<file path="config.mk">
export PLATFORM = sky130hd
export DESIGN_NAME = ssf_result_queue
export DESIGN_NICKNAME = d
export VERILOG_FILES = /design/src/rtl/ssf_pkg.sv /design/src/rtl/ssf_result_queue.sv
export SDC_FILE = /design/constraint.sdc
export NUM_CORES = 1
export LEC_CHECK = 0
export BUFFER_PORTS_ARGS = -buffer_cell sky130_fd_sc_hd__buf_2
export CAP_MARGIN = 20
export CORE_MARGIN = 4
export CORE_UTILIZATION = 51
export CTS_CLUSTER_DIAMETER = 50
export DETAILED_ROUTE_END_ITERATION = 10
export HOLD_SLACK_MARGIN = 0.05
export PLACE_DENSITY_LB_ADDON = 0.12
export SYNTH_ARGS = -nofsm -noshare
export SYNTH_HDL_FRONTEND = slang
export SYNTH_SLANG_ARGS = --single-unit
</file>
<file path="constraint.sdc">
create_clock -name clk -period 4.25 [get_ports clk]
set_clock_uncertainty 0.05 [all_clocks]
set_input_delay 0.425 -clock clk [delete_from_list [all_inputs] [get_ports clk]]
set_output_delay 0.425 -clock clk [all_outputs]
set_load 0.01 [all_outputs]
</file>
<file path="src/rtl/ssf_pkg.sv">
// Shared types, codes and sizes of the stereo sample FIFO.
package ssf_pkg;

    localparam int SAMPLE_W      = 16;
    localparam int FUNC_W        = 2;
    localparam int STAT_W        = 3;
    localparam int CNT_W         = 7;
    localparam int LEVEL_W       = 11;
    localparam int CAP_W         = 11;
    localparam int MAX_POP       = 64;
    localparam int DEPTH_DEFAULT = 1024;
    localparam logic [CAP_W-1:0] CAP_RESET = 11'd1024;

    // Command queue between front and back, and result queue at the output
    localparam int CMDQ_DEPTH = 2;
    localparam int CQ_AW      = (CMDQ_DEPTH > 1) ? $clog2(CMDQ_DEPTH) : 1;
    localparam int CQ_CW      = $clog2(CMDQ_DEPTH + 1);
    localparam int RQ_DEPTH   = 4;
    localparam int RQ_AW      = (RQ_DEPTH > 1) ? $clog2(RQ_DEPTH) : 1;
    localparam int RQ_CW      = $clog2(RQ_DEPTH + 1);

    // Operation codes on the func field
    localparam logic [FUNC_W-1:0] FUNC_PUSH     = 2'd0;
    localparam logic [FUNC_W-1:0] FUNC_POP      = 2'd1;
    localparam logic [FUNC_W-1:0] FUNC_FLUSH    = 2'd2;
    localparam logic [FUNC_W-1:0] FUNC_SHUTDOWN = 2'd3;

    typedef enum logic [2:0] {
        KIND_PUSH     = 3'd0,
        KIND_POP      = 3'd1,
        KIND_FLUSH    = 3'd2,
        KIND_SHUTDOWN = 3'd3,
        KIND_EMPTYREQ = 3'd4
    } kind_t;

    typedef enum logic [STAT_W-1:0] {
        STAT_PUSHED   = 3'd0,
        STAT_FULL     = 3'd1,
        STAT_DROPPED  = 3'd2,
        STAT_POPPED   = 3'd3,
        STAT_ZERO     = 3'd4,
        STAT_FLUSHED  = 3'd5,
        STAT_SHUTDOWN = 3'd6,
        STAT_EMPTYREQ = 3'd7
    } stat_t;

    typedef struct packed {
        kind_t                      kind;
        logic signed [SAMPLE_W-1:0] left;
        logic signed [SAMPLE_W-1:0] right;
        logic [CNT_W-1:0]           count;
    } cmd_t;

    typedef struct packed {
        logic signed [SAMPLE_W-1:0] left;
        logic signed [SAMPLE_W-1:0] right;
        stat_t                      status;
        logic                       last;
        logic [CNT_W-1:0]           got;
        logic [LEVEL_W-1:0]         fill;
    } res_t;

    // Effective capacity: zero acts as one, above the store depth acts as the depth
    function automatic logic [CAP_W-1:0] eff_cap(input logic [CAP_W-1:0] cap,
                                                 input int unsigned depth);
        logic [CAP_W-1:0] c;
        c = cap;
        if (cap == '0)
        begin
            c = CAP_W'(1);
        end
        else if (32'(cap) > depth)
        begin
            c = CAP_W'(depth);
        end
        return c;
    endfunction

endpackage

</file>
<file path="src/rtl/ssf_result_queue.sv">
// Result queue: holds issued results until the consumer pops them.
module ssf_result_queue (
    input  logic                       clk,
    input  logic                       rst_n,
    input  logic                       wr_valid,
    input  ssf_pkg::res_t              wr_res,
    output logic [ssf_pkg::RQ_CW-1:0]  count,
    input  logic                       pop,
    output logic                       empty,
    output ssf_pkg::res_t              head
);

    ssf_pkg::res_t              slot_reg [ssf_pkg::RQ_DEPTH];
    logic [ssf_pkg::RQ_AW-1:0]  head_reg, head_next;
    logic [ssf_pkg::RQ_AW-1:0]  tail_reg, tail_next;
    logic [ssf_pkg::RQ_CW-1:0]  count_reg, count_next;
    logic                       wr;
    logic                       rd;

    assign empty = (count_reg == '0);
    assign count = count_reg;
    assign head  = slot_reg[head_reg];
    assign rd    = pop && !empty;
    assign wr    = wr_valid && (count_reg != ssf_pkg::RQ_CW'(ssf_pkg::RQ_DEPTH));

    // Advance pointers and count
    always_comb
    begin
        head_next  = head_reg;
        tail_next  = tail_reg;
        count_next = count_reg;
        if (wr)
        begin
            tail_next = (tail_reg == ssf_pkg::RQ_AW'(ssf_pkg::RQ_DEPTH - 1))
                        ? '0 : tail_reg + 1'b1;
        end
        if (rd)
        begin
            head_next = (head_reg == ssf_pkg::RQ_AW'(ssf_pkg::RQ_DEPTH - 1))
                        ? '0 : head_reg + 1'b1;
        end
        if (wr && !rd)
        begin
            count_next = count_reg + 1'b1;
        end
        else if (rd && !wr)
        begin
            count_next = count_reg - 1'b1;
        end
    end

    always_ff @(posedge clk or negedge rst_n)
    begin
        if (!rst_n)
        begin
            head_reg  <= '0;
            tail_reg  <= '0;
            count_reg <= '0;
        end
        else
        begin
            head_reg  <= head_next;
            tail_reg  <= tail_next;
            count_reg <= count_next;
        end
    end

    // Store the incoming result
    always_ff @(posedge clk)
    begin
        if (wr)
        begin
            slot_reg[tail_reg] <= wr_res;
        end
    end

endmodule

</file>
## Word level (Yosys, flattened, before mapping)

Memories as Yosys holds them, arrays and structs flattened.
Cells that the tools add are included.

| word-level totals | value |
|---|---|
| bits in writable memories | 216 |
| output and inout bits | 58 |
| input port bits | 58 |
| register bits | 7 |
| memories kept | 1 |
| logic and storage cells | 26 |

Memory list:

| memory | words | bits a word | rd ports | clocked after memory_dff | wr ports | RTL line | RTL |
|---|---|---|---|---|---|---|---|
| slot_reg | 4 | 54 | 1 | 0 | 1 | ssf_result_queue.sv:13 | `ssf_pkg::res_t slot_reg [ssf_pkg::RQ_DEPTH];` |

| operators by class | value |
|---|---|
| reduce and logical (&&, ||, !) cells | 9 |
| equality and inequality tests | 3 |
| add/sub/neg operators | 4 |
| muxes and demuxes | 6 |

Operators with widths:

| kind | count |
|---|---|
| 3-bit 2-to-1 mux | 2 |
| 2-bit by 1-bit adder with 2-bit output, second input constant | 2 |
| 2-bit equality test, second input constant | 2 |
| 1-bit logical AND | 4 |
| 2-bit 2-to-1 mux | 2 |
| 3-bit by 1-bit adder with 3-bit output, second input constant | 1 |
| 1-bit logical NOT | 3 |
| 3-bit logical NOT | 1 |
| 3-bit != test, second input constant | 1 |
| 3-bit by 1-bit subtractor with 3-bit output, second input constant | 1 |
| 1-bit 2-to-1 mux | 2 |
| 2-bit nonzero test | 1 |

## Depth between registers and ports, before layout

Gate-level depths: netlist of run 1.

| depth | value |
|---|---|
| depth in word-level cells | 6 |
| mapped depth | 8 |
| gate-level depth less buffers | 8 |

## Worst setup path before layout of run 1

No wires, ideal clock.

| timing path | value |
|---|---|
| path kind | register to register |
| start point | register count_reg (netlist bit count[0]) |
| end point | memory slot_reg[3][0] (netlist bit) (enable) |
| arrival | 3,316 ps |
| clock period less this slack | 3,849 ps |
| stages on the path, launching flop included | 3 |
| setup slack | 401 ps |
| path buffers | 0 |
| library setup time | 484 ps |
| required time | 3,716 ps |
| cells stage by stage | dfrtp_1 > nor2_1 > a21oi_1 |

| between the ends | value |
|---|---|
| word-level cells in the longest chain between the ends | 4 |

RTL lines:

| item | RTL line | RTL |
|---|---|---|
| start, declared | ssf_result_queue.sv:16 | `logic [ssf_pkg::RQ_CW-1:0] count_reg, count_next;` |
| start signal, assigned | ssf_result_queue.sv:64 | `count_reg <= count_next;` |
| 3-bit != test | ssf_result_queue.sv:24 | `assign wr = wr_valid && (count_reg != ssf_pkg::RQ_CW'(ssf_pkg::RQ_DEPTH));` |
| 1-bit logical AND | ssf_result_queue.sv:24 |  |
| 1-bit 2-to-1 mux | ssf_result_queue.sv:71 | `if (wr)` |
| 1-bit 2-to-1 mux (implied by the code) | ssf_result_queue.sv:73 | `slot_reg[tail_reg] <= wr_res;` |
| end, declared | ssf_result_queue.sv:13 |  |

No other way between the ends.

==> results of run 1 <==
-- Yosys cell counts, types with 2 or more instances --
library cell / number / share of area (%)
and2_1: 3 / 0.23
buf_6: 5 / 0.68
dfrtp_1: 7 / 2.1
nor2_1: 3 / 0.14
xor2_1: 2 / 0.21
mux4_2: 54 / 15
buf_2: 6 / 0.36
mux2_2: 4 / 0.55
nor3_1: 2 / 0.12
ha_1: 6 / 0.91
inv_1: 3 / 0.14
edfxtp_1: 216 / 79
-- power by group --
group,leakage (nW),internal (W),total [W],switching (W)
clock network,0.319,0.000996,0.00174,0.000746
logic,0.974,0.000899,0.00184,0.000941
registers,2.06,0.00291,0.00318,0.000265
total,3.35,0.00481,0.00676,0.00195
-- routing by layer --
| layer | part of all wire, % | up-vias | global-route usage (%) |
|---|---|---|---|
| met5 | 0.055 | - | 0 |
| met4 | 1.1 | 2 | 3.919 |
| met3 | 6.3 | 17 | 3.577 |
| met2 | 52 | 104 | 27.35 |
| met1 | 41 | 1975 | 22.47 |
| li1 | - | 1648 | - |
-- metrics by stage --
step	area (um2)	hold slack, ns	utilization (%)
after global placement	9090	0.2239	57.43
after global routing	9752	0.07824	61.61
after detailed placement	9090	0.2255	57.43
after CTS	9752	0.07496	61.61
final	9754	0.09519	61.63
after floorplan	8238	0.07941	-
-- final timing paths --
check                                         from                        end
setup reg to reg              count[0]$_DFFE_PN0P_  slot_reg[1][43]$_DFFE_PP_
hold reg to reg            tail_reg[1]$_DFFE_PN0P_    tail_reg[1]$_DFFE_PN0P_
max in group asynchronous                    rst_n    head_reg[0]$_DFFE_PN0P_
setup / recovery           head_reg[0]$_DFFE_PN0P_                   head[35]
min in group asynchronous                    rst_n    head_reg[0]$_DFFE_PN0P_
hold / removal                          wr_res[53]  slot_reg[0][53]$_DFFE_PP_
-- cells by family (layout without fill, tap and decap cells) --
logic type	count (synthesis)	count (layout)
other	0	1
xor gates and xnor gates	3	3
adders and majority gates	7	7
AOI/OAI and AO/OA	4	4
and+or+nand+nor	9	9
buffers and inverters	15	169
DFF	223	223
muxes	58	58
-- worst max-delay path: stages, from the launching register on --
cell     delay [ns]
dfrtp_4        0.87
buf_4          0.40
mux4_2         0.56
buf_2          0.16
-- area by class of cell --
class | instances | share of cell area [%]
flip-flops and latches | 223 | 68.34
multi-input cells | 81 | 15.24
well taps | 216 | 2.771
inverters | 3 | 0.1154
diodes | 1 | 0.02565
clock buffers | 31 | 6.208
repair buffers | 125 | 6.824
clock inverters | 10 | 0.4746
==> flow_summary.json, run 1 <==
{
  "final_common_cell": "edfxtp_1",
  "power.leakage_nw": 3.351,
  "drtIter0Drc": 160,
  "slew_headroom_pct": 29.27,
  "drtAntennaViolNets": 0,
  "setup_ws_ns": 1.280,
  "cts_setup_buffers": 0,
  "mappedNetlistArea_um2": 8238,
  "rrSetupSlack_ns": 1.64,
  "synthSimpleGateAreaFrac_pct": 0.5316,
  "io_pins": 116,
  "start_kind": "flop",
  "rsz0062_at_grt": "false",
  "whs_path_depth": 1,
  "hold_viol": 0,
  "wl_per_cell_um": 21.25,
  "viasPerCell": 5.429,
  "antenna_found_initial": 1,
  "grt.total_usage_pct": 16.38,
  "multi_input_area_um2": 1486,
  "start_util_pct": 52.05,
  "synth_xor_area_share_pct": 0.3190,
  "largest_reg_flops": 216,
  "die_w_um": 135.1,
  "worst_slew_pin_slew_ns": 1.061,
  "drc": 0,
  "crit_required_ns": 3.77,
  "syn_to_final_growth_pct": 18.41,
  "finalCritPeriodShare_pct": 69.89,
  "min_period_ns": 2.970,
  "hp-class": "input pin to flop",
  "dp.cells": 647,
  "syn-mean-instance-area_um2": 25.82,
  "outcome": "complete, no violations",
  "grt_pass1_wl_um": 22710,
  "hpwlAfterDp_um": 8999,
  "num_vias": 3746,
  "synthMuxAreaShare_pct": 15.31,
  "drt-total-wl_um": 14660,
  "worstSetupPathType": "flop to primary output",
  "htree_levels": 1,
  "nFillCells": 1129,
  "p_per_area_nw_per_um2": 692.8,
  "cts_tree": "yes",
  "dieHeight_um": 135.1,
  "synth_nets": 384,
  "synth-seq-cells": 223,
  "max-vdd-ir-drop_mv": 0.3989,
  "finalMaxSlewViolations": 0,
  "root_buffer": "clkbuf_16",
  "path_max_fanout": 33,
  "final_cell_mix": "edfxtp_1, buf_2, mux4_2, clkbuf_16",
  "numCtsBuffers": 23,
  "synthArstFlopShare_pct": 3.139,
  "end_kind": "primary output",
  "setup_viol": 0,
  "fin_setup_tns_ns": 0,
  "maxCapViolations": 0,
  "clock_latency_ns": 0.48,
  "hold_buffers": 1,
  "grt_max_degree": 44,
  "nets": 522,
  "die_area_um2": 18250,
  "yosysUniqueCellTypes": 20,
  "layout-drive-gt1-share_pct": 45.88,
  "r2r_cells": 4,
  "globalplace.congestion": 0.7154,
  "p_total_w": 0.006758,
  "syn_inst": 319,
  "synth_warnings": 0,
  "core_area_um2": 15830,
  "first_pass_iters": 6,
  "synth_top_family_by_area": "multiplexers",
  "yosysSeqAreaShare_pct": 80.86,
  "io_buffers": 115,
  "grt_pass1_vias": 4020,
  "cts_buffer_depth": 3,
  "grt_remaining_overflow": 0,
  "num_rows": 46,
  "clock_sinks": 223,
  "dominantRegCellSynth": "edfxtp_1",
  "fmax_mhz": 336.7,
  "stdcell_count": 690,
  "synth_compound_area_share_pct": 0.5468,
  "clkTransAtPathRegs_ns": 0.06,
  "synthAdderAreaFrac_pct": 1.154,
  "pre_cts_ws_ns": 1.595,
  "regArea_um2": 6666,
  "synth_edf_count": 216,
  "ctsResizeCount": 0,
  "arrival_ns": 2.50
}
(Power assumes the default switching activity.)
==> run 2, diff against run 1 <==
==> constraint.sdc (replaced) <==
create_clock -name clk -period 3.1 [get_ports clk]
set_clock_uncertainty 0.05 [all_clocks]
set_input_delay 0.31 -clock clk [delete_from_list [all_inputs] [get_ports clk]]
set_output_delay 0.31 -clock clk [all_outputs]
set_load 0.01 [all_outputs]
==> run 2 against run 1 <==
Compared with the run above:
- sequential share of layout area is 4.4 points lower
- cell count up 8.3%
- worst setup slack got worse by 0.61 ns
- via count is 4.8% higher
- hold slack gained 0.019 ns
- combinational power grew 51%
- largest cell class unchanged
- largest power group unchanged
==> flow_summary.json, run 2 (synthesis results as in run 1) <==
{
  "num_rows": 46,
  "cts_buffer_depth": 3,
  "outcome": "complete, no violations",
  "grt_pass1_vias": 4243,
  "ctsResizeCount": 0,
  "worstSetupPathType": "flop to primary output",
  "drc": 0,
  "rsz0062_at_grt": "false",
  "grt_remaining_overflow": 0,
  "globalplace.congestion": 0.6936,
  "end_kind": "primary output",
  "reg2reg_from": "count[0]$_DFFE_PN0P_",
  "cts_setup_buffers": 0,
  "io_buffers": 115,
  "utilization_pct": 65.86,
  "reg2reg_to": "count[2]$_DFFE_PN0P_",
  "sw_frac_of_total_pct": 28.34,
  "wl_per_cell_um": 19.93,
  "htree_levels": 1,
  "hpwlAfterDp_um": 8642,
  "slew_headroom_pct": 63.41,
  "syn_to_final_growth_pct": 26.53,
  "power.leakage_nw": 3.644,
  "placed_area_um2": 9138,
  "nets": 580,
  "min_period_ns": 2.432,
  "maxCapViolations": 0,
  "fmax_mhz": 411.2,
  "io_pins": 116,
  "fin_setup_tns_ns": 0,
  "hp-class": "input pin to flop",
  "largest_reg_flops": 216,
  "rrSetupSlack_ns": 0.88,
  "multi_input_area_um2": 1486,
  "start_util_pct": 52.05,
  "clkPwrFrac_pct": 27.1,
  "netSwitchingPower_w": 0.002712,
  "grt_pass1_wl_um": 23430,
  "num_vias": 3926,
  "critPathTopFamily": "multiplexers",
  "grt_max_degree": 36,
  "antenna_found_initial": 0,
  "startpoint": "head_reg[0]$_DFFE_PN0P_",
  "timing.critical_path.cells": "buf_4, mux4_2, buf_2",
  "design_area_um2": 10420,
  "first_pass_iters": 4,
  "clock_latency_ns": 0.49,
  "intPower_w": 0.006859,
  "clkTransAtPathRegs_ns": 0.06,
  "setup_viol": 0,
  "cp_num_cells": 3,
  "numCtsBuffers": 24,
  "layout-drive-gt1-share_pct": 42.75,
  "dieHeight_um": 135.1,
  "n_antenna_cell": 0,
  "power_frac_comb_pct": 29.0,
  "path_max_fanout": 22,
  "crit_required_ns": 2.74,
  "drtIter0Drc": 163,
  "final_cell_mix": "edfxtp_1, buf_2, dlygate4sd3_1, mux4_2, clkbuf_16",
  "grt.total_usage_pct": 16.77,
  "viasPerCell": 5.256,
  "start_kind": "flop",
  "die_area_um2": 18250,
  "path_buf_inv": 2,
  "finalCritPeriodShare_pct": 78.44,
  "clock_sinks": 223,
  "regArea_um2": 6666,
  "arrival_ns": 2.07,
  "cts_tree": "yes",
  "drtAntennaViolNets": 0,
  "finalMaxSlewViolations": 0,
  "hold_buffers": 55,
  "cp_slowest_cell": "mux4_2",
  "max-vdd-ir-drop_mv": 0.5556,
  "p_seq_share_pct": 43.9,
  "root_buffer": "clkbuf_16",
  "die_w_um": 135.1,
  "nFillCells": 1084,
  "cp-endpoint": "head[3]",
  "r2r_cells": 8,
  "core_area_um2": 15830,
  "drt-total-wl_um": 14880,
  "final_common_cell": "edfxtp_1",
  "hold_viol": 0,
  "p_per_area_nw_per_um2": 918.2,
  "worst_slew_pin_slew_ns": 0.5488,
  "cp_slowest_stage_delay_ns": 0.59
}
-- run 2: cell types whose count changed in the layout (fill, tap and decap cells not counted), sizes merged --
cell / previous run / this run
diode: 1 / 0
bufinv: 0 / 1
clkbuf: 31 / 27
clkinv: 9 / 13
dlygate4sd3: 1 / 55
buf: 124 / 127
clkinvlp: 0 / 1
inv: 4 / 3
-- run 2: power groups by stage --
stage / combinational [W] / clock (W) / sequential (W)
2_1_floorplan: 0.00183 / 0 / 0.00421
3_3_place_gp: 0.00280 / 0 / 0.00422
3_5_place_dp: 0.00281 / 0 / 0.00426
4_1_cts: 0.00288 / 0.00267 / 0.00420
5_1_grt: 0.00303 / 0.00280 / 0.00425
6_report: 0.00278 / 0.00260 / 0.00420
-- run 2: worst min path at each step --
stage | startpoint | endpoint | slack [ns] | cells past startpoint
after global routing | pop | head_reg[0]$_DFFE_PN0P_ | 0.12 | 3
after detailed placement | rst_n | count[0]$_DFFE_PN0P_ | 0.11 | 1
after CTS | pop | head_reg[0]$_DFFE_PN0P_ | 0.11 | 3
after global placement | rst_n | count[0]$_DFFE_PN0P_ | 0.11 | 1
after floorplan | rst_n | count[0]$_DFFE_PN0P_ | -0.04 | 0
final | pop | head_reg[0]$_DFFE_PN0P_ | 0.11 | 3
-- run 2: cell type report --
cell class | instances | share of cell area, %
clock buffer | 27 | 6.074
timing repair buffer | 182 | 12.03
tap | 216 | 2.593
clock inverter | 15 | 0.9843
inverter | 3 | 0.1080
sequential | 223 | 63.95
multi-input combinational | 81 | 14.26
-- run 2: through the flow --
stage | hold WS, ns | setup slack, ns | std cells | power (W)
floorplan | -0.03559 | 0.4150 | 319 | 0.006031
global placement | 0.1129 | 0.9928 | 650 | 0.007015
detailed placement | 0.1084 | 0.8668 | 650 | 0.007066
CTS | 0.1074 | 0.6068 | 747 | 0.009743
global route | 0.1231 | 0.5480 | 747 | 0.01008
finish | 0.1138 | 0.6684 | 747 | 0.009571
-- run 2: layer usage --
metal	track usage (%)	share of wire (%)	up-vias
met5	0	0	-
met4	4.031	1.5	0
met3	2.608	4.7	21
met2	28.35	51	108
met1	23.40	43	2037
li1	-	-	1760
-- run 2: worst reg2reg max path, stage by stage (launching register included) --
cell      delay, ns
dfrtp_1        0.50
nor2_1         0.17
a21boi_2       0.29
ha_1           0.23
inv_1          0.06
fa_1           0.37
xor2_1         0.17
nor2_1         0.13
xor2_1         0.17
