===== src/rtl/ssf_pkg.sv =====
// Shared types, codes and sizes of the stereo sample FIFO.
package ssf_pkg;

    localparam int SAMPLE_W      = 16;
    localparam int FUNC_W        = 2;
    localparam int STAT_W        = 3;
    localparam int CNT_W         = 7;
    localparam int LEVEL_W       = 11;
    localparam int CAP_W         = 11;
    localparam int MAX_POP       = 64;
    localparam int DEPTH_DEFAULT = 1024;
    localparam logic [CAP_W-1:0] CAP_RESET = 11'd1024;

    // Command queue between front and back, and result queue at the output
    localparam int CMDQ_DEPTH = 2;
    localparam int CQ_AW      = (CMDQ_DEPTH > 1) ? $clog2(CMDQ_DEPTH) : 1;
    localparam int CQ_CW      = $clog2(CMDQ_DEPTH + 1);
    localparam int RQ_DEPTH   = 4;
    localparam int RQ_AW      = (RQ_DEPTH > 1) ? $clog2(RQ_DEPTH) : 1;
    localparam int RQ_CW      = $clog2(RQ_DEPTH + 1);

    // Operation codes on the func field
    localparam logic [FUNC_W-1:0] FUNC_PUSH     = 2'd0;
    localparam logic [FUNC_W-1:0] FUNC_POP      = 2'd1;
    localparam logic [FUNC_W-1:0] FUNC_FLUSH    = 2'd2;
    localparam logic [FUNC_W-1:0] FUNC_SHUTDOWN = 2'd3;

    typedef enum logic [2:0] {
        KIND_PUSH     = 3'd0,
        KIND_POP      = 3'd1,
        KIND_FLUSH    = 3'd2,
        KIND_SHUTDOWN = 3'd3,
        KIND_EMPTYREQ = 3'd4
    } kind_t;

    typedef enum logic [STAT_W-1:0] {
        STAT_PUSHED   = 3'd0,
        STAT_FULL     = 3'd1,
        STAT_DROPPED  = 3'd2,
        STAT_POPPED   = 3'd3,
        STAT_ZERO     = 3'd4,
        STAT_FLUSHED  = 3'd5,
        STAT_SHUTDOWN = 3'd6,
        STAT_EMPTYREQ = 3'd7
    } stat_t;

    typedef struct packed {
        kind_t                      kind;
        logic signed [SAMPLE_W-1:0] left;
        logic signed [SAMPLE_W-1:0] right;
        logic [CNT_W-1:0]           count;
    } cmd_t;

    typedef struct packed {
        logic signed [SAMPLE_W-1:0] left;
        logic signed [SAMPLE_W-1:0] right;
        stat_t                      status;
        logic                       last;
        logic [CNT_W-1:0]           got;
        logic [LEVEL_W-1:0]         fill;
    } res_t;

    // Effective capacity: zero acts as one, above the store depth acts as the depth
    function automatic logic [CAP_W-1:0] eff_cap(input logic [CAP_W-1:0] cap,
                                                 input int unsigned depth);
        logic [CAP_W-1:0] c;
        c = cap;
        if (cap == '0)
        begin
            c = CAP_W'(1);
        end
        else if (32'(cap) > depth)
        begin
            c = CAP_W'(depth);
        end
        return c;
    endfunction

endpackage


===== src/rtl/ssf_front.sv =====
// Front end: accepts input items, classifies them and queues decoded commands.
module ssf_front (
    input  logic                                clk,
    input  logic                                rst_n,
    input  logic                                push,
    output logic                                full,
    input  logic [ssf_pkg::FUNC_W-1:0]          func,
    input  logic signed [ssf_pkg::SAMPLE_W-1:0] left_in,
    input  logic signed [ssf_pkg::SAMPLE_W-1:0] right_in,
    input  logic [ssf_pkg::CNT_W-1:0]           frames_requested,
    output logic                                cmd_valid,
    output ssf_pkg::cmd_t                       cmd,
    input  logic                                cmd_take
);

    ssf_pkg::cmd_t                   slot_reg [ssf_pkg::CMDQ_DEPTH];
    logic [ssf_pkg::CQ_AW-1:0]       head_reg, head_next;
    logic [ssf_pkg::CQ_AW-1:0]       tail_reg, tail_next;
    logic [ssf_pkg::CQ_CW-1:0]       count_reg, count_next;
    ssf_pkg::cmd_t                   decoded;
    logic [ssf_pkg::CNT_W-1:0]       count_sat;
    logic                            accept;
    logic                            take;

    // Classify the item and saturate the pop length
    always_comb
    begin
        count_sat = (frames_requested > ssf_pkg::CNT_W'(ssf_pkg::MAX_POP))
                    ? ssf_pkg::CNT_W'(ssf_pkg::MAX_POP) : frames_requested;
        decoded.left  = left_in;
        decoded.right = right_in;
        decoded.count = count_sat;
        unique case (func)
            ssf_pkg::FUNC_PUSH:     decoded.kind = ssf_pkg::KIND_PUSH;
            ssf_pkg::FUNC_POP:      decoded.kind = (frames_requested == '0)
                                                   ? ssf_pkg::KIND_EMPTYREQ
                                                   : ssf_pkg::KIND_POP;
            ssf_pkg::FUNC_FLUSH:    decoded.kind = ssf_pkg::KIND_FLUSH;
            ssf_pkg::FUNC_SHUTDOWN: decoded.kind = ssf_pkg::KIND_SHUTDOWN;
            default:                decoded.kind = ssf_pkg::KIND_SHUTDOWN;
        endcase
    end

    assign full      = (count_reg == ssf_pkg::CQ_CW'(ssf_pkg::CMDQ_DEPTH));
    assign accept    = push && !full;
    assign cmd_valid = (count_reg != '0);
    assign take      = cmd_take && cmd_valid;
    assign cmd       = slot_reg[head_reg];

    // Advance queue pointers and count
    always_comb
    begin
        head_next  = head_reg;
        tail_next  = tail_reg;
        count_next = count_reg;
        if (accept)
        begin
            tail_next = (tail_reg == ssf_pkg::CQ_AW'(ssf_pkg::CMDQ_DEPTH - 1))
                        ? '0 : tail_reg + 1'b1;
        end
        if (take)
        begin
            head_next = (head_reg == ssf_pkg::CQ_AW'(ssf_pkg::CMDQ_DEPTH - 1))
                        ? '0 : head_reg + 1'b1;
        end
        if (accept && !take)
        begin
            count_next = count_reg + 1'b1;
        end
        else if (take && !accept)
        begin
            count_next = count_reg - 1'b1;
        end
    end

    always_ff @(posedge clk or negedge rst_n)
    begin
        if (!rst_n)
        begin
            head_reg  <= '0;
            tail_reg  <= '0;
            count_reg <= '0;
        end
        else
        begin
            head_reg  <= head_next;
            tail_reg  <= tail_next;
            count_reg <= count_next;
        end
    end

    // Store the decoded command
    always_ff @(posedge clk)
    begin
        if (accept)
        begin
            slot_reg[tail_reg] <= decoded;
        end
    end

endmodule


===== config.mk =====
export PLATFORM = sky130hd
export DESIGN_NAME = ssf_front
export DESIGN_NICKNAME = d
export VERILOG_FILES = /design/src/rtl/ssf_pkg.sv /design/src/rtl/ssf_front.sv
export SDC_FILE = /design/constraint.sdc
export NUM_CORES = 1
export LEC_CHECK = 0
export BUFFER_PORTS_ARGS = -buffer_cell sky130_fd_sc_hd__clkbuf_2
export CAP_MARGIN = 30
export CORE_ASPECT_RATIO = 0.8
export CORE_UTILIZATION = 56
export CTS_CLUSTER_SIZE = 8
export DETAILED_ROUTE_END_ITERATION = 8
export GPL_TIMING_DRIVEN = 0
export PLACE_DENSITY_LB_ADDON = 0.15
export SETUP_SLACK_MARGIN = 0.3
export SYNTH_ARGS = -nofsm -noshare
export SYNTH_HDL_FRONTEND = slang
export SYNTH_SLANG_ARGS = --single-unit

===== constraint.sdc =====
create_clock -name clk -period 6.6 [get_ports clk]
set_input_delay 1.32 -clock clk [delete_from_list [all_inputs] [get_ports clk]]
set_output_delay 1.32 -clock clk [all_outputs]
set_load 0.02 [all_outputs]

### Word level (Yosys, flattened, before mapping)

Memories as Yosys holds them, arrays and structs flattened.
Index checks and enable logic that the tools add are counted.

| word-level totals | value |
|---|---|
| bits in registers | 4 |
| RAM bits | 84 |
| memories kept | 1 |

| operators by class | value |
|---|---|
| add/sub/neg operators | 4 |
| order comparisons | 1 |
| equality and inequality tests | 4 |
| mux-type cells | 9 |
| reductions and logical operators | 11 |

Memories:

| memory | words | bits a word | read ports | clocked after memory_dff | wr ports | RTL line | RTL |
|---|---|---|---|---|---|---|---|
| slot_reg | 2 | 42 | 1 | 0 | 1 | ssf_front.sv:16 | `ssf_pkg::cmd_t slot_reg [ssf_pkg::CMDQ_DEPTH];` |

Operator list:

| kind | number |
|---|---|
| $pmux W3 S4 | 1 |
| $gt A7 B7 Y1 const B | 1 |
| $logic_not A7 Y1 | 1 |
| $mux W7 | 1 |
| $eq A2 B2 Y1 const B | 3 |
| $logic_and A1 B1 Y1 | 4 |
| $mux W1 | 4 |
| $mux W2 | 2 |
| $reduce_bool A2 Y1 | 2 |
| $logic_not A1 Y1 | 3 |
| $mux W3 | 1 |
| $add A1 B1 Y1 const B | 2 |
| $add A2 B1 Y2 const B | 1 |
| $eq A2 B1 Y1 const B | 1 |
| $logic_not A2 Y1 | 1 |
| $sub A2 B1 Y2 const B | 1 |

### Depth between registers and ports, before layout

Gate-level depths: netlist of the first run.

| logic depth | value |
|---|---|
| word-level depth | 7 |
| depth in mapped cells | 7 |
| gate-level depth less buffers | 7 |

### Worst setup path before layout of the first run

OpenSTA, ideal clock, no wires.

| path | value |
|---|---|
| path kind | input to register |
| start point | input port push |
| end point | memory slot_reg[0][0] (netlist name) (enable) |
| setup time | 441 ps |
| data arrival time | 3,176 ps |
| required time | 6,159 ps |
| setup slack | 2,982 ps |
| stages | 2 |
| buffers on the path | 0 |
| cells stage by stage | nand2_1 -> nor2_1 |

| between the ends | value |
|---|---|
| longest elaborated chain between the ends | 3 |

Ends and longest elaborated chain:

| what | RTL line | RTL |
|---|---|---|
| from (decl) | ssf_front.sv:5 | `input logic push,` |
| $logic_and A1 B1 Y1 | ssf_front.sv:45 | `assign accept = push && !full;` |
| $mux W1 | ssf_front.sv:95 | `if (accept)` |
| $mux W1 (implied by the code) | ssf_front.sv:97 | `slot_reg[tail_reg] <= decoded;` |
| to (decl) | ssf_front.sv:16 |  |

Every way passes these cells.

==> results of run 1 <==
area by class of cell:
cell class	instances	area, µm²
inverter	2	7.507
tap	81	101.3
fill	412	1702
clock inverter	6	45.04
timing repair buffer	90	488.0
buffer	7	98.84
sequential	88	2623
clock buffer	10	127.6
multi-input combinational	65	782.0
cells in the final DEF (no fill, tap or decap), types with 2 or more instances in the layout:
master      count
xnor2_1         3
nor2b_1         6
clkinvlp_4      2
nand2_1         2
nor4_1          2
mux2_4         39
xor2_1          2
edfxtp_1       84
clkinv_4        2
clkbuf_8        9
inv_1           2
mux2_2          3
dfrtp_1         4
clkbuf_2       88
clkbuf_1        3
buf_12          5
metrics by stage:
step           total power, µW  setup WS (ns)  hold slack, ns  std cells
6_report                  1901          3.790          0.5008        349
5_1_grt                   1991          3.739          0.5282        349
4_1_cts                   1927          3.762          0.5121        349
3_5_place_dp              1611          3.980          0.4935        333
3_3_place_gp              1577          1.967          0.4759        331
2_1_floorplan             1395          2.982          0.4564        162
layer usage:
layer,wire length (µm),vias up
met5,0,-
met4,91,0
met3,355,10
met2,2564,60
met1,2004,818
li1,-,826
final timing paths:
kind | to | from | slack (ns)
worst max-delay path | cmd[9] | head_reg | 3.79
worst min-delay path | count_reg[1] | count_reg[1] | 0.50
worst max register to register | slot_reg[0][4] | count_reg[0] | 4.84
worst min register to register | count_reg[1] | count_reg[1] | 0.50
max in group asynchronous | count_reg[0] | rst_n | 5.70
min in group asynchronous | tail_reg | rst_n | 0.77
power by group through the flow:
stage / registers, µW / clock network, µW / logic [µW]
floorplan: 810 / 0 / 585
global placement: 818 / 0 / 759
detailed placement: 818 / 0 / 793
CTS: 806 / 328 / 794
global route: 815 / 348 / 827
finish: 804 / 317 / 779
logic make-up (layout without fill, tap and decap cells):
logic type | count (synthesis) | in the layout
compound gates | 1 | 1
xor+xnor | 5 | 5
fa+ha+maj | 1 | 1
buf+inv | 9 | 115
flops | 88 | 88
mux | 42 | 42
simple gates | 16 | 16
critical path: cells and delay by family (launching register included):
kind,cells,cell delay [ns]
buffers and inverters,3,0.46
flip-flops,1,0.38
multiplexers,1,0.30
==> out/qor.yml, run 1 <==
status: "finished clean"
grt_antenna_before_repair: 0
synthMuxAreaShare_pct: 17.68
row_count: 25
period_minus_slack_ns: 2.810
max_cap_viol_count: 0
overflow: 0
area_delta_synth_final_pct: 22.01
synth_compound_area_share_pct: 0.2144
first_global_vias: 1628
synthFlopType: "edfxtp_1"
sw_frac_of_total_pct: 32.98
slew_headroom_pct: 61.29
path_cells: "buf_6, buf_12, mux2_4, clkbuf_2"
wl_per_cell_um: 14.37
die-area_um2: 6576
cpMaxStageDelayCell: "dfrtp_1"
syn_avg_cell_area_um2: 21.62
route.final.wire_length_um: 5016
synth_edf_count: 84
syn_area_um2: 3502
start_util_pct: 58.62
fin_util_pct: 71.52
clock_sinks: 88
grt_pass1_wl_um: 7686
yosys_warnings: 0
ff2ff_path_depth: 4
drt_iter0_drc: 55
ir_drop_uv: 266.8
min_period_over_period_pct: 42.58
dp_hpwl_um: 3596
root_buffer: "clkbuf_8"
insertion_delay_ns: 0.35
synthCells: 162
grt_start_max_net_pins: 26
post-synth-top-count-cell: "edfxtp_1"
drtAntennaViolNets: 0
placed_cell_area_um2: 4100
cp_data_arrival_time_ns: 1.49
p_sw_uw: 626.7
cts_buffer_depth: 2
rsz0062_at_grt: "false"
io_pins: 89
cts_tree: "yes"
synth_top_family_by_area: "multiplexers"
hold_buffers: 0
yosys.area_share.simple_pct: 2.572
cp-start-kind: "flop"
synthTopCellsByCount: "edfxtp_1, mux2_4, nor2b_1"
hold_viol_final: 0
htreeDepth: 3
cp_data_required_time_ns: 5.28
pwr-share-clk_pct: 16.7
grt_usage_pct: 16.39
n_antenna_cell: 0
max_freq_mhz: 355.8
drc: 0
power_density_nw_per_um2: 444.8
syn_nets: 208
nets: 309
dr.pass1.iters: 4
slew_violations: 0
synth_seq_cells: 88
core_area_um2: 5974
yosys-top-cells-area: "edfxtp_1, mux2_4, dfrtp_1"
p_int_uw: 1274
yosysTopAreaCell: "edfxtp_1"
clk_pin_slew_ns: 0.08
port_buffers: 88
post_cts_resized: 0
p_seq_share_pct: 42.3
end_kind: "primary output"
dieWidth_um: 90.42
synthAdderAreaFrac_pct: 0.3573
die_h_um: 72.73
use_met2_pct: 28.16
worstMarginPinSlew_ns: 0.5792
min_path_cells: 1
grtUsageMet3_pct: 6.250
p_leak_uw: 0.001756
synth_xor_area_share_pct: 1.250
post_cts_buffers: 0
cts_inserted_buffers: 9
vias: 1714
design_area_um2: 4273
setup_tns_ns: 0
critPathMaxFanout: 10
setup_viol: 0
synthArstFlopShare_pct: 4.545
fin_skew_ns: 0.007112
max_stage_delay_ns: 0.38
largest_register_ffs: 84
place.gp.congestion: 0.6897
synth_top_area_share_pct: 72.03
path_class: "reg2out"
use_met1_pct: 18.52
comb_power_share_pct: 41.0
grt.busiest_layer: "met2"
drive_gt1_share_pct: 57.09
synth.yosys.seq_area_share_pct: 74.88
vias_per_cell: 4.911
hold_class: "reg2reg"
yosysUniqueCellTypes: 19
Note: power is estimated with default switching activity, not from simulation.
==> inputs of run 2 (changes only) <==
--- a/config.mk
+++ b/config.mk
@@ -5,10 +5,11 @@
 export SDC_FILE = /design/constraint.sdc
 export NUM_CORES = 1
 export LEC_CHECK = 0
+export ABC_AREA = 1
 export BUFFER_PORTS_ARGS = -buffer_cell sky130_fd_sc_hd__clkbuf_2
 export CAP_MARGIN = 30
 export CORE_ASPECT_RATIO = 0.8
-export CORE_UTILIZATION = 56
+export CORE_UTILIZATION = 52
 export CTS_CLUSTER_SIZE = 8
 export DETAILED_ROUTE_END_ITERATION = 8
 export GPL_TIMING_DRIVEN = 0
==> constraint.sdc (replaced) <==
create_clock -name clk -period 2.6 [get_ports clk]
set_input_delay 0.52 -clock clk [delete_from_list [all_inputs] [get_ports clk]]
set_output_delay 0.52 -clock clk [all_outputs]
set_load 0.02 [all_outputs]
==> out/qor.yml, run 2 <==
end_kind: "primary output"
grt_usage_pct: 18.18
multi_input_area_um2: 673.1
cts_buffer_depth: 2
drtAntennaViolNets: 0
clock_sinks: 88
synth_edf_count: 84
vias_per_cell: 4.722
fillers: 452
status: "finished clean"
p_seq_share_pct: 42.0
dp_hpwl_um: 3884
overflow: 0
fin_skew_ns: 0.005599
post_cts_resized: 0
first_global_vias: 2003
seqCellArea_um2: 2623
rsz0062_at_grt: "false"
p_leak_uw: 0.001846
pwr-share-clk_pct: 18.4
fin_cells: 454
synthFlopType: "edfxtp_1"
grt_start_max_net_pins: 33
core_area_um2: 6100
r2r-end: "slot_reg[1][18]"
synthCells: 266
worstMarginPinSlew_ns: 0.6843
vias: 2144
setup_tns_ns: 0
comb_power_share_pct: 39.6
nets: 414
cts_inserted_buffers: 9
insertion_delay_ns: 0.34
grt_antenna_before_repair: 0
cts_tree: "yes"
root_buffer: "clkbuf_8"
p_sw_uw: 1816
sw_frac_of_total_pct: 37.81
cpMaxStageDelayCell: "dfrtp_1"
period_minus_slack_ns: 1.952
synth_top_area_share_pct: 74.20
layout_common_cells: "nand2_1, clkbuf_2, edfxtp_1, nor2_1, clkbuf_8"
critPathMaxFanout: 10
hp-start: "right_in[4]"
ir_drop_uv: 474.3
wl_per_cell_um: 12.58
htreeDepth: 3
dieWidth_um: 92.40
min_period_over_period_pct: 75.09
hold_viol_final: 0
yosysUniqueCellTypes: 23
cp_data_required_time_ns: 2.08
post_cts_buffers: 0
clk_pin_slew_ns: 0.08
worstReg2RegStart: "count_reg[1]"
p_int_uw: 2987
grt_pass1_wl_um: 9025
cp-start-kind: "flop"
slew_headroom_pct: 54.27
port_buffers: 88
synthTopCellsByCount: "nand2_1, edfxtp_1, nor2_1"
max_freq_mhz: 512.2
path_cells: "buf_4, inv_4, buf_6, nand2_1, nand2_1, clkbuf_2"
ff2ff_path_depth: 4
drt_iter0_drc: 73
synth.yosys.seq_area_share_pct: 77.14
max_cap_viol_count: 0
path_class: "reg2out"
yosys_warnings: 0
place_inst: 437
yosysTopAreaCell: "edfxtp_1"
slew_violations: 0
power_density_nw_per_um2: 1143
crit_top_cell: "nand2_1"
setup_viol: 0
synth_seq_cells: 88
route.final.wire_length_um: 5713
n_antenna_cell: 0
whs_ns: 0.3596
place.gp.congestion: 0.7566
area_delta_synth_final_pct: 23.63
hold_class: "in2reg"
ff2ff_setup_slack_ns: 0.86
post-synth-top-count-cell: "nand2_1"
min_path_cells: 1
yosys-top-cells-area: "edfxtp_1, nand2_1, dfrtp_1"
worstHoldEndpoint: "slot_reg[0][11]"
start_util_pct: 55.73
hold_buffers: 1
syn_avg_cell_area_um2: 12.78
largest_register_ffs: 84
final_common_cell: "nand2_1"
syn_nets: 312
row_count: 25
cp_data_arrival_time_ns: 1.43
die_h_um: 74.32
drc: 0
syn_area_um2: 3400
dr.pass1.iters: 4
max_stage_delay_ns: 0.37
io_pins: 89
setup.worst_path.start: "head_reg"
synthArstFlopShare_pct: 4.545
die-area_um2: 6867
drive_gt1_share_pct: 32.71
## run 2: changes by cell type after synthesis, sizes merged, moves of 2 or more
cell    previous run  this run
buf                5         9
nand2              2       132
nor2               2        12
inv                2         9
xnor2              3         1
nand3              0         2
and3               2         0
nor2b              6         0
nor4               2         0
a21boi             1         5
mux2              42         0
## run 2: worst max path at each step
stage | to | slack [ns] | depth (start not counted)
2_1_floorplan | slot_reg[1][0] | 0.46 | 2
3_3_place_gp | slot_reg[1][11] | -0.24 | 3
3_5_place_dp | slot_reg[1][9] | 0.69 | 4
4_1_cts | cmd[6] | 0.62 | 6
5_1_grt | cmd[6] | 0.55 | 6
6_report | cmd[6] | 0.65 | 6
## run 2: kinds of logic after synthesis
logic type	synth area share, %
AOI/OAI and AO/OA	1.251
adders and majority gates	0.3680
DFF	77.14
xor gates and xnor gates	0.5154
and+or+nand+nor	17.23
buffers and inverters	3.496
## run 2: final cells by class
type | instances | area share [%]
Sequential cell | 88 | 62.40
Multi-Input combinational cell | 158 | 16.02
Timing Repair Buffer | 91 | 11.85
Clock buffer | 11 | 3.126
Tap cell | 81 | 2.411
Buffer | 11 | 1.965
Clock inverter | 5 | 1.369
Inverter | 9 | 0.8634
## run 2: power by group through the flow
stage / combinational [µW] / clock, µW / sequential, µW
2_1_floorplan: 1270 / 0 / 2040
3_3_place_gp: 1850 / 0 / 2060
3_5_place_dp: 1930 / 0 / 2050
4_1_cts: 1940 / 901 / 2020
5_1_grt: 2110 / 950 / 2050
6_report: 1900 / 884 / 2020
## run 2: per-stage QoR
stage               power, µW  setup WS [ns]  area, µm²  util, %
detailed placement       3984         0.6904       4004    65.64
CTS                      4857         0.6194       4203    68.90
global route             5107         0.5462       4203    68.90
finish                   4804         0.6477       4203    68.90
global placement         3903        -0.2438       3946    64.70
floorplan                3310         0.4567       3405        -
## run 2: layer usage
metal	part of all wire, %	global-route usage (%)
met4	1.7	7.465
met1	42	21.32
met3	7.2	6.135
met5	0	0
met2	49	31.44
## run 2: worst max-delay path: cells and delay by family (launching register included)
family	cells	cell delay, ns
DFF	1	0.37
and+or+nand+nor	2	0.13
buffers and inverters	4	0.59
==> inputs of run 3 (changes only) <==
--- a/config.mk
+++ b/config.mk
@@ -9,7 +9,7 @@
 export BUFFER_PORTS_ARGS = -buffer_cell sky130_fd_sc_hd__clkbuf_2
 export CAP_MARGIN = 30
 export CORE_ASPECT_RATIO = 0.8
-export CORE_UTILIZATION = 52
+export CORE_UTILIZATION = 47
 export CTS_CLUSTER_SIZE = 8
 export DETAILED_ROUTE_END_ITERATION = 8
 export GPL_TIMING_DRIVEN = 0
==> constraint.sdc (replaced) <==
create_clock -name clk -period 1.7 [get_ports clk]
set_input_delay 0.34 -clock clk [delete_from_list [all_inputs] [get_ports clk]]
set_output_delay 0.34 -clock clk [all_outputs]
set_load 0.02 [all_outputs]
==> out/qor.yml, run 3 (synthesized netlist as in run 2, its figures left out) <==
cp-start-kind: "flop"
dp_hpwl_um: 3933
worstMarginPinSlew_ns: 0.2868
critPathMaxFanout: 7
clk_pin_slew_ns: 0.09
worstReg2RegStart: "count_reg[1]"
grt_antenna_before_repair: 0
insertion_delay_ns: 0.36
nets: 442
drc: 0
fin_skew_ns: 0.01368
hold_viol_final: 0
place_ws_ns: 0.1491
final_common_cell: "nand2_1"
min_period_over_period_pct: 103.6
ff2ff_setup_slack_ns: 0.24
overflow: 0
p_seq_share_pct: 32.4
sw_frac_of_total_pct: 36.70
grt_usage_pct: 19.13
cts_tree: "yes"
cp_data_arrival_time_ns: 1.42
power_density_nw_per_um2: 1867
io_pins: 89
start_util_pct: 49.09
largest_register_ffs: 84
hold_class: "in2reg"
port_buffers: 88
violations: "negative setup slack"
place.gp.congestion: 0.7515
cts_buffer_depth: 2
hp-start: "left_in[15]"
max_cap_viol_count: 0
pwr-share-clk_pct: 13.1
max_stage_delay_ns: 0.39
cpMaxStageDelayCell: "dfrtp_1"
fillers: 441
cp_data_required_time_ns: 1.36
status: "complete, but fails checks"
p_int_uw: 6131
cp_top_family: "buffers and inverters"
vias: 2307
wl_per_cell_um: 15.03
die_h_um: 78.07
comb_power_share_pct: 54.6
drive_gt1_share_pct: 49.63
row_count: 27
placed_cell_area_um2: 4015
path_class: "reg2out"
setup_viol: 42
max_freq_mhz: 568.0
slew_violations: 0
vias_per_cell: 4.727
root_buffer: "clkbuf_8"
area_delta_synth_final_pct: 52.63
rsz0062_at_grt: "true"
power.total_uw: 9686
r2r-end: "slot_reg[0][41]"
dr.pass1.iters: 5
p_leak_uw: 0.002225
period_minus_slack_ns: 1.760
grt_pass1_wl_um: 10870
path_cells: "buf_8, clkinv_8, clkbuf_16, nand2_2, nand2_2, buf_8"
clock_sinks: 88
fin_ws_ns: -0.06050
min_path_cells: 1
end_kind: "primary output"
ir_drop_uv: 852.7
route.final.wire_length_um: 7336
path_buf_inv: 4
dieWidth_um: 97.09
grt_start_max_net_pins: 33
ff2ff_path_depth: 5
layout_common_cells: "nand2_1, edfxtp_1, clkbuf_2, nand2_2, clkbuf_8"
p_sw_uw: 3555
worstHoldEndpoint: "slot_reg[1][38]"
core_area_um2: 6925
first_global_vias: 2288
cts_inserted_buffers: 9
drt_iter0_drc: 99
n_antenna_cell: 0
design_area_um2: 5189
htreeDepth: 3
slew_headroom_pct: 80.83
die-area_um2: 7579
setup_tns_ns: -1.447
drtAntennaViolNets: 0
==> run 3: cell count changes in the layout (fill, tap and decap cells not counted), sizes merged <==
cell    previous run  this run
clkinv             1         3
bufinv             1         0
inv                9        10
buf               11        57
clkbuf           101        81
==> run 3: cell type report <==
type                    count  area, µm²  share of cell area [%]
plain buffers              11      123.9                   2.387
clock buffers              10      127.6                   2.460
clock inverters             6      45.04                  0.8681
inverters                   9      48.80                  0.9404
multi-input cells         158      882.1                   17.00
flip-flops and latches     88       2624                   50.57
well taps                  87      108.9                   2.098
repair buffers            118       1220                   23.51
repair inverters            1      8.758                  0.1688
==> run 3: through the flow <==
| stage | utilization (%) | hold WS, ns | std cells |
|---|---|---|---|
| after detailed placement | 57.98 | 0.1596 | 443 |
| after global placement | 57.40 | 0.1583 | 441 |
| after floorplan | - | 0.04441 | 266 |
| after global routing | 74.92 | 0.1422 | 488 |
| final | 74.92 | 0.1680 | 488 |
| after CTS | 67.82 | 0.1449 | 474 |
==> run 3: worst max path at each step <==
stage / start / endpoint / slack (ns) / cells past startpoint
after floorplan: count_reg[1] / slot_reg[1][0] / 0.09 / 3
after global placement: count_reg[0] / slot_reg[1][12] / -0.26 / 2
after detailed placement: count_reg[0] / slot_reg[1][12] / 0.15 / 3
after CTS: head_reg / cmd[19] / -0.04 / 6
after global routing: head_reg / cmd[12] / -0.14 / 6
final: head_reg / cmd[12] / -0.06 / 6
==> run 3: worst reg2reg max path, stage by stage, from the launching register on <==
cell,delay (ns)
dfrtp_1,0.39
inv_2,0.12
buf_6,0.13
o21ai_4,0.07
nor2_4,0.25
buf_12,0.21
==> run 3: routing by layer <==
| metal | share of wire (%) | track usage, % | wire length [µm] | vias to the layer above |
|---|---|---|---|---|
| li1 | - | - | - | 1146 |
| met1 | 41 | 22.45 | 3005 | 1069 |
| met2 | 51 | 31.83 | 3775 | 86 |
| met3 | 6.5 | 7.836 | 480 | 6 |
| met4 | 1.0 | 7.164 | 74 | 0 |
| met5 | 0 | 0 | 0 | - |
==> run 3: power by group through the flow <==
stage	sequential, µW	clock [µW]	combinational, µW
floorplan	3120	0	1970
global placement	3140	0	2870
detailed placement	3140	0	2980
CTS	3090	1310	4140
global route	3180	1390	5630
finish	3140	1270	5280
==> run 3: repair_timing <==
| action | CTS | global route |
|---|---|---|
| hold endpoints to repair | 4 | 0 |
| cloned | 1 | 8 |
| gates resized for setup | 92 | 104 |
| pin swaps | 4 | 23 |
| hold buffers | 1 | 0 |
| setup buffers | 13 | 6 |
| setup endpoints to repair | 108 | 102 |
